$ cat src/rtl/weg_pkg.sv
// ---------------------------------------------------------------------------
// weg_pkg - shared types and constants for the windowed energy gather
// Request/response payloads, register indexes, codes and the divider bundle.
// ---------------------------------------------------------------------------
package weg_pkg;

  localparam int SAMPLE_BITS = 16;
  localparam int SQ_W        = 2 * SAMPLE_BITS;   // one squared sample
  localparam int E_W         = 48;                // energy word
  localparam int CFG_W       = 11;                // widest register
  localparam int CFG_IDX_W   = 3;
  localparam int POS_W       = 23;                // window start / end positions
  localparam int IDX_W       = 19;                // trace base plus window index
  localparam int TRACE_CAP   = 64;                // most traces in one gather
  localparam int STEP_W      = 6;                 // divider step count
  localparam int DIV_STEPS_FULL = 48;
  localparam int DIV_STEPS_FRAC = 16;

  // register indexes
  localparam logic [CFG_IDX_W-1:0] REG_SAMPLES  = 3'd0;
  localparam logic [CFG_IDX_W-1:0] REG_TRACES   = 3'd1;
  localparam logic [CFG_IDX_W-1:0] REG_WLEN     = 3'd2;
  localparam logic [CFG_IDX_W-1:0] REG_WSTEP    = 3'd3;
  localparam logic [CFG_IDX_W-1:0] REG_WINDOWS  = 3'd4;
  localparam logic [CFG_IDX_W-1:0] REG_NORM     = 3'd5;
  localparam logic [CFG_IDX_W-1:0] REG_AVERAGE  = 3'd6;

  // request opcodes
  localparam logic OP_PUSH = 1'b0;
  localparam logic OP_READ = 1'b1;

  // response status
  localparam logic ST_OK    = 1'b0;
  localparam logic ST_EMPTY = 1'b1;

  typedef struct packed {
    logic                          opcode;
    logic signed [SAMPLE_BITS-1:0] sample;
  } weg_req_t;

  typedef struct packed {
    logic [E_W-1:0] energy;
    logic           last_of_gather;
    logic           status;
  } weg_rsp_t;

  // shared divider command and result
  typedef struct packed {
    logic              start;
    logic [E_W-1:0]    rem_init;
    logic [E_W-1:0]    dividend;
    logic [E_W-1:0]    divisor;
    logic [STEP_W-1:0] steps;
  } weg_div_req_t;

  typedef struct packed {
    logic           busy;
    logic           done;
    logic [E_W-1:0] quotient;
  } weg_div_rsp_t;

endpackage

$ cat src/rtl/weg_div.sv
// ---------------------------------------------------------------------------
// weg_div - shared restoring divider
// One quotient bit per cycle. The partial remainder starts at rem_init and the
// dividend bits shift in MSB first, so the unit serves integer division
// (rem_init zero) as well as fractional division (dividend zero).
// ---------------------------------------------------------------------------
module weg_div
  import weg_pkg::*;
(
  input  logic         clk,
  input  logic         rst,
  input  weg_div_req_t req,
  output weg_div_rsp_t rsp
);

  logic [E_W-1:0]    rem;
  logic [E_W-1:0]    dvd;
  logic [E_W-1:0]    dvs;
  logic [E_W-1:0]    quo;
  logic [STEP_W-1:0] cnt;
  logic              busy;
  logic              done;

  logic [E_W:0]   trial;
  logic [E_W+1:0] diff;
  logic           ge;

  // one trial subtract per step
  always_comb begin
    trial = {rem, dvd[E_W-1]};
    diff  = {1'b0, trial} - {2'b00, dvs};
    ge    = ~diff[E_W+1];
  end

  always_ff @(posedge clk) begin
    if (rst) begin
      busy <= 1'b0;
      done <= 1'b0;
    end else begin
      done <= 1'b0;
      if (req.start) begin
        rem  <= req.rem_init;
        dvd  <= req.dividend;
        dvs  <= req.divisor;
        quo  <= '0;
        cnt  <= req.steps;
        busy <= 1'b1;
      end else if (busy) begin
        rem <= ge ? diff[E_W-1:0] : trial[E_W-1:0];
        dvd <= {dvd[E_W-2:0], 1'b0};
        quo <= {quo[E_W-2:0], ge};
        cnt <= cnt - 1'b1;
        if (cnt == STEP_W'(1)) begin
          busy <= 1'b0;
          done <= 1'b1;
        end
      end
    end
  end

  assign rsp.busy     = busy;
  assign rsp.done     = done;
  assign rsp.quotient = quo;

endmodule

$ cat config.mk
export PLATFORM = sky130hd
export DESIGN_NAME = weg_div
export DESIGN_NICKNAME = d
export VERILOG_FILES = /design/src/rtl/weg_pkg.sv /design/src/rtl/weg_div.sv
export SDC_FILE = /design/constraint.sdc
export NUM_CORES = 1
export LEC_CHECK = 0
export BUFFER_PORTS_ARGS = -buffer_cell sky130_fd_sc_hd__buf_2
export CORE_ASPECT_RATIO = 1.5
export CORE_MARGIN = 5
export CORE_UTILIZATION = 35
export DETAILED_ROUTE_END_ITERATION = 6
export GPL_TIMING_DRIVEN = 0
export SETUP_SLACK_MARGIN = 0.3
export SLEW_MARGIN = 30
export SYNTH_ARGS = -nofsm -noshare
export SYNTH_HDL_FRONTEND = slang
export SYNTH_SLANG_ARGS = --single-unit
$ cat constraint.sdc
create_clock -name clk -period 8.7 [get_ports clk]
set_clock_uncertainty 0.15 [all_clocks]
set_input_delay 0.435 -clock clk [delete_from_list [all_inputs] [get_ports clk]]
set_output_delay 0.435 -clock clk [all_outputs]
set_load 0.05 [all_outputs]
# Yosys cells after proc, flatten, opt, wreduce, memory -nomap -nowiden
# Cells that the tools add are included.
[op_classes] bitwise=3 n_addsub=2 eq_ne=1 reduce_logical=4 muxes=12
[ops] operator="$mux W48" count=6
[ops] operator="$sub A49 B48 Y50" count=1
[ops] operator="$mux W6" count=2
[ops] operator="$eq A6 B1 Y1 const B" count=1
[ops] operator="$sub A6 B1 Y6 const B" count=1
[ops] operator="$mux W1" count=4
[ops] operator="$reduce_and A2 Y1" count=2
[ops] operator="$not A1 Y1" count=3
[ops] operator="$reduce_or A3 Y1" count=1
[ops] operator="$reduce_bool A2 Y1" count=1
[totals] out_inout_bits=50 ff_bits=200 inputBits=153 word_cells=29

# Depth between registers and ports, before layout
# Gate-level depths: netlist of run 1.
[depth] word_depth=4 ltp_mapped=15 depth_no_buf=12

# Worst setup path after synthesis of run 1
# Ideal clock, no wire load.
[synth_path] path_type="in2reg" startpoint="input req[150] in the netlist's numbering" endpoint="register cnt[0] (enable)" arrival_ns=7.026 t_required_ns=7.889 cell_stages=3 setup_time_ns=0.661 path_slack_ns=0.862 n_path_buf=1 cell_sequence="clkbuf_1 -> nor2_1 -> nor2_1"
[synth_between] elab_chain_len=2
[synth_lines] item="start: declaration" line_no="weg_div.sv:12" text="input weg_div_req_t req,"
[synth_lines] item="$reduce_bool A2 Y1 (no line)"
[synth_lines] item="$reduce_and A2 Y1 (no line)"
[synth_lines] item="end signal: assignment" line_no="weg_div.sv:46" text="cnt <= req.steps;"
[synth_lines] item="end signal: assignment" line_no="weg_div.sv:52" text="cnt <= cnt - 1'b1;"
[synth_lines] item="end: declaration" line_no="weg_div.sv:20" text="logic [STEP_W-1:0] cnt;"
# No other way between the ends.
# A chain may end at the register's enable or synchronous reset.

# Worst setup path after layout of run 1
[layout_path] startpoint="register dvd[47]" endpoint="register rem[44], data pin"
[layout_between] elab_chain_len=4
[layout_lines] item="start: declaration" line_no="weg_div.sv:17" text="logic [E_W-1:0] dvd;"
[layout_lines] item="start signal: assignment" line_no="weg_div.sv:43" text="dvd <= req.dividend;"
[layout_lines] item="start signal: assignment" line_no="weg_div.sv:50" text="dvd <= {dvd[E_W-2:0], 1'b0};"
[layout_lines] item="$sub A49 B48 Y50" line_no="weg_div.sv:31" text="diff = {1'b0, trial} - {2'b00, dvs};"
[layout_lines] item="$mux W48" line_no="weg_div.sv:49" text="rem <= ge ? diff[E_W-1:0] : trial[E_W-1:0];"
[layout_lines] item="$mux W48" line_no="weg_div.sv:48" text="end else if (busy) begin"
[layout_lines] item="$mux W48" line_no="weg_div.sv:41" text="if (req.start) begin"
[layout_lines] item="end signal: assignment" line_no="weg_div.sv:42" text="rem <= req.rem_init;"
[layout_lines] item="end signal: assignment" line_no="weg_div.sv:49"
[layout_lines] item="end: declaration" line_no="weg_div.sv:16" text="logic [E_W-1:0] rem;"
# No other way between the ends. The select of a mux whose other input is x is not followed.

==> reports/qor.yml, run 1 <==
run_status:
  outcome: "complete, no violations"
clock_tree:
  post-cts-setup-buffer-count: 0
  clk_pin_slew_ns: 0.07
  cts_tree: "done"
  clock_sinks: 200
  clockBufferDepth: 2
  post_cts_resized: 0
  htree_levels: 4
  cts_made_buffers: 17
  worstSkewPairLatency_ns: 0.45
  cts_root_buf: "clkbuf_16"
placement:
  dp_hpwl_um: 23610
  gp_congestion: 0.8866
  portBuffers: 202
  placedInstanceArea_um2: 12780
yosys:
  async_reset_ff_share_pct: 0
  synth_area_leaders: "edfxtp_1, ha_1, mux2_2, nor2b_1, xnor2_1"
  yosys-top-cells-count: "edfxtp_1, nand2_1, inv_1, a21oi_1, nor2b_1"
  synth_most_common_cell: "edfxtp_1"
  synth_edf_count: 198
  synth_flop_cell: "edfxtp_1"
  synth.top_cell.area_share_pct: 54.14
  postSynthAreaPerCell_um2: 11.43
  synth_seq_cells: 200
  ys_types: 68
  ys_seq_area_share_pct: 54.50
  synth_nets: 1165
  yosys_warnings: 0
  synth_area_um2: 10980
  synth_top_cell_by_area: "edfxtp_1"
  synthCells: 961
routing:
  ant_nets: 0
  post_drt_wl_per_cell_um: 18.57
  routed_via_density: 5.115
  via_count: 8470
  drt-total-wl_um: 30760
  dr.pass1.iters: 4
  drtIter0Drc: 420
  drcViolationCount: 0
floorplan:
  die_height_um: 227.0
  num_rows: 79
  die-area_um2: 35100
  pin_count: 203
  start_util_pct: 35.39
  core_area_um2: 31040
  fp.dieW_um: 154.6
grt:
  grt_overflow_total: 0
  grt_start_max_net_pins: 25
  grt_pass1_wl_um: 47280
  grt_pass1_vias: 8707
  grt_use_total_pct: 17.41
  antenna_found_initial: 8
critical_path:
  slowest_delay_ns: 0.68
  crit_required_ns: 8.75
  worstReg2RegEnd: "rem[44]"
  crit_type: "reg2reg"
  critPathLaunchType: "register"
  cp_cell_sequence: "inv_1 -> ha_1 -> fa_1 -> nand2b_1 -> a211oi_1 -> o21ai_0 -> a2111oi_2 -> o21ai_1 -> a211oi_1 -> nor3_1 -> o31ai_1 -> a2bb2oi_1"
  slowest_stage: "a2111oi_2"
  path_delay_family: "compound AO/OA/AOI/OAI gates"
  crit_path_start: "dvd[47]"
  r2r_slack_ns: 4.47
  endpoint_kind: "register"
  cp.arrival_ns: 4.28
  r2r_cells: 12
  crit_fanout: 3
  crit_path_frequent_cell: "a211oi_1"
  rr_startpoint: "dvd[47]"
  cp_num_buf_inv: 1
power_and_ir_drop:
  clockPowerShare_pct: 29.9
  combPwrFrac_pct: 25.3
  intPower_mw: 1.831
  p_leak_nw: 5.658
  switching_power_mw: 0.8094
  power_density_nw_per_um2: 191.4
  switching_share_pct: 30.66
  power.share.sequential_pct: 44.8
  ir_drop_mv: 0.1334
timing:
  relSlewSlack_pct: 43.46
  hold_violations: 0
  rsz0062_at_grt: "no"
  layout_min_cycle_time_ns: 4.235
  finalSetupViolations: 0
  slew_violations: 0
  hold_ws_ns: 0.02877
  clock.fmax_mhz: 236.2
  worst-slew-pin-transition_ns: 0.8480
  timing.final.crit_share_pct: 48.67
finish:
  drive_gt1_share_pct: 25.62
  synthToLayoutAreaGrowth_pct: 25.56
  stdcell_area_um2: 13790
  layout.nets: 1440
min_path:
  hold_depth: 1
  hold_path_startpoint: "req[41]"
  min_to: "dvs[35]"
  min_path_type: "in2reg"
job:
  maxCapViolCount: 0
how the worst max path moves through the flow:
stage,end,slack [ns],cells past startpoint
CTS,rem[44],4.49,12
detailed placement,rem[44],4.52,12
global route,rem[44],4.23,12
finish,rem[44],4.47,12
floorplan,cnt[0],0.86,3
global placement,quo[23],-3.13,4
registers in the layout, summed over array words and instances (netlist names):
| signal | cells |
|---|---|
| quo | 48 |
| cnt | 6 |
| dvd | 48 |
| busy | 1 |
| done | 1 |
| rem | 48 |
| dvs | 48 |
per-layer routing:
| layer | track usage, % | wire length, µm |
|---|---|---|
| met5 | 0 | 61 |
| met4 | 6.243 | 746 |
| met3 | 4.926 | 1947 |
| met2 | 31.38 | 15750 |
| met1 | 19.68 | 12250 |
what timing repair did:
item | in CTS | in global routing
hold buffers | 44 | 0
endpoints found under the hold margin | 44 | 0
setup endpoints to repair | 0 | 0
placed cells by master (no fill, tap or decap), types with 7 or more instances in the layout:
cell type        n
a211o_1         16
a211oi_1         7
a21o_1          22
a21oi_1         55
a31oi_1         18
and3_1          24
buf_16           9
buf_2          213
clkbuf_1        29
clkbuf_16       17
dlygate4sd3_1   44
edfxtp_1       198
ha_1            50
inv_1           63
mux2_2          48
nand2_1         73
nand2b_1         9
nand3_1         22
nand4_1         17
nor2_1          47
nor2b_1         54
nor3_1          26
o21a_1           8
o21ai_0         33
o21bai_1         7
xnor2_1         32
xor2_1          10
cell families after synthesis:
logic type	Yosys count	share of synthesized area [%]
and+or+nand+nor	291	13.40
muxes	51	5.195
AOI/OAI and AO/OA	213	13.34
DFF	200	54.50
adders and majority gates	51	5.878
buffers and inverters	113	4.340
xor gates and xnor gates	42	3.349
through the flow:
stage	power, mW	TNS, ns	setup slack [ns]	util [%]	std cells
after floorplan	1.666	0	0.8622	-	961
after global placement	1.846	-466.70	-3.127	40.28	1568
after detailed placement	1.857	0	4.523	41.17	1578
after CTS	2.676	0	4.486	44.42	1654
after global routing	2.778	0	4.233	44.43	1656
final	2.640	0	4.466	44.43	1656
layout make-up:
class	instances	area (µm²)
Multi-Input combinational cell	648	4536
Sequential cell	200	5986
Buffer	50	240.2
Clock buffer	18	429.2
Fill cell	3004	17250
Inverter	63	236.5
Timing Repair Buffer	256	1714
Clock inverter	14	137.6
Antenna cell	2	5.005
Tap cell	405	506.7
power by group through the flow:
| stage | Clock [mW] | Combinational, mW | Sequential, mW |
|---|---|---|---|
| after floorplan | 0 | 0.415 | 1.25 |
| after global placement | 0 | 0.625 | 1.22 |
| after detailed placement | 0 | 0.652 | 1.20 |
| after CTS | 0.820 | 0.671 | 1.18 |
| after global routing | 0.856 | 0.731 | 1.19 |
| final | 0.789 | 0.667 | 1.18 |
Power figures use the tool's default switching activity.
==> run 2, diff against run 1 <==
==> constraint.sdc (replaced) <==
create_clock -name clk -period 4.2 [get_ports clk]
set_clock_uncertainty 0.15 [all_clocks]
set_input_delay 0.21 -clock clk [delete_from_list [all_inputs] [get_ports clk]]
set_output_delay 0.21 -clock clk [all_outputs]
set_load 0.05 [all_outputs]
==> reports/qor.yml, run 2 (synthesis results as in run 1) <==
finish:
  final_common_cell: "buf_2"
  multi_input_area_um2: 4566
  fillers: 2894
  register_area_um2: 5986
  synthToLayoutAreaGrowth_pct: 35.17
  layout.nets: 1543
  drive_gt1_share_pct: 23.96
  mostFrequentLayoutCells: "buf_2, edfxtp_1, dlygate4sd3_1"
timing:
  clock.fmax_mhz: 269.8
  timing.final.crit_share_pct: 88.26
  worst-slew-pin-transition_ns: 0.8689
  hold_violations: 0
  relSlewSlack_pct: 42.07
  slew_violations: 0
  finalSetupViolations: 0
  tns_ns: 0
  layout_min_cycle_time_ns: 3.707
  rsz0062_at_grt: "yes"
  hold_ws_ns: 0.01264
routing:
  drtIter0Drc: 424
  routed_via_density: 5.019
  drt-total-wl_um: 32300
  ant_nets: 0
  post_drt_wl_per_cell_um: 18.34
  via_count: 8838
  dr.pass1.iters: 5
  drcViolationCount: 0
grt:
  grt_use_total_pct: 18.60
  antenna_found_initial: 5
  grt_overflow_total: 0
  grt_pass1_wl_um: 50490
  grt_pass1_vias: 9371
  grt_start_max_net_pins: 25
power_and_ir_drop:
  p_leak_nw: 6.086
  power_density_nw_per_um2: 374.1
  ir_drop_mv: 0.2851
floorplan:
  die_height_um: 227.0
  die-area_um2: 35100
  num_rows: 79
  core_area_um2: 31040
  fp.dieW_um: 154.6
  pin_count: 203
  start_util_pct: 35.39
run_status:
  outcome: "complete, no violations"
critical_path:
  critPathLaunchType: "register"
  crit_fanout: 3
  cp.arrival_ns: 3.76
  crit_required_ns: 4.26
  crit_path_start: "dvd[47]"
  rr_startpoint: "dvd[47]"
  crit_type: "reg2reg"
  endpoint_kind: "register"
placement:
  dp_hpwl_um: 23460
  gp_congestion: 0.8930
  portBuffers: 202
clock_tree:
  clk_pin_slew_ns: 0.08
  post-cts-setup-buffer-count: 0
  htree_levels: 4
  clockBufferDepth: 2
  cts_root_buf: "clkbuf_16"
  clock_sinks: 200
  cts_made_buffers: 17
  cts_tree: "done"
  worstSkewPairLatency_ns: 0.46
min_path:
  min_path_type: "in2reg"
  hold_path_startpoint: "req[104]"
job:
  maxCapViolCount: 0
## run 2: cell types whose count changed in the layout (fill, tap and decap cells not counted), moves of 2 or more
cell	before	now
dlygate4sd3_1	44	148
a211oi_1	7	5
clkbuf_1	29	27
diode_2	2	4
inv_8	1	3
## run 2: final cells by class
type / instances / share of cell area (%)
antenna: 4 / 0.06743
buffer: 50 / 1.627
clock buffer: 17 / 2.866
clock inverter: 15 / 0.9018
inverter: 63 / 1.593
multi-input combinational: 648 / 30.75
sequential: 200 / 40.32
tap: 405 / 3.413
timing repair buffer: 359 / 18.46
## run 2: worst paths after layout
| check | end | slack (ns) | depth (start not counted) |
|---|---|---|---|
| worst min-delay path | rem[2] | 0.01 | 3 |
| worst min register to register | done | 0.39 | 1 |
| worst max-delay path | rem[44] | 0.49 | 12 |
| worst max register to register | rem[44] | 0.49 | 12 |
## run 2: stage by stage
step / setup WS [ns] / cell area, µm² / instances / utilization [%] / total power, mW
final: 0.4932 / 14850 / 1761 / 47.83 / 5.554
after global routing: 0.2862 / 14850 / 1761 / 47.83 / 5.835
after CTS: 0.3594 / 14820 / 1757 / 47.75 / 5.599
after detailed placement: 0.007534 / 12760 / 1577 / 41.12 / 3.844
after global placement: -1.008 / 12510 / 1568 / 40.30 / 3.802
after floorplan: 0.8017 / 10990 / 961 / - / 3.437
## run 2: metal layers
metal  global-route usage (%)  wire length (µm)  vias up
met3                    3.576              1764       43
met5                        0                 7        -
met1                    21.26             12700     4225
met2                    33.73             16870      248
met4                    8.181               959        2
li1                         -                 -     4320
## run 2: repair_timing
item	in CTS	in global routing
setup endpoints to repair	6	16
pin swaps	0	0
hold buffers	148	0
endpoints found under the hold margin	148	0
resized for setup	3	2
## run 2: power breakdown
| part | switching (mW) | total [mW] | internal (mW) | leakage (nW) |
|---|---|---|---|---|
| registers | 0.0657 | 2.45 | 2.39 | 1.91 |
| logic | 0.830 | 1.47 | 0.636 | 3.91 |
| clock network | 0.851 | 1.63 | 0.784 | 0.264 |
## run 2: critical path: stages (launching register included)
cell       delay [ns]
edfxtp_1         0.35
inv_1            0.05
ha_1             0.21
fa_1             0.39
nand2b_1         0.21
a211oi_2         0.31
o21ai_1          0.25
a2111oi_4        0.52
o21ai_1          0.20
a211oi_2         0.30
nor3_1           0.08
o31ai_1          0.33
a2bb2oi_1        0.11
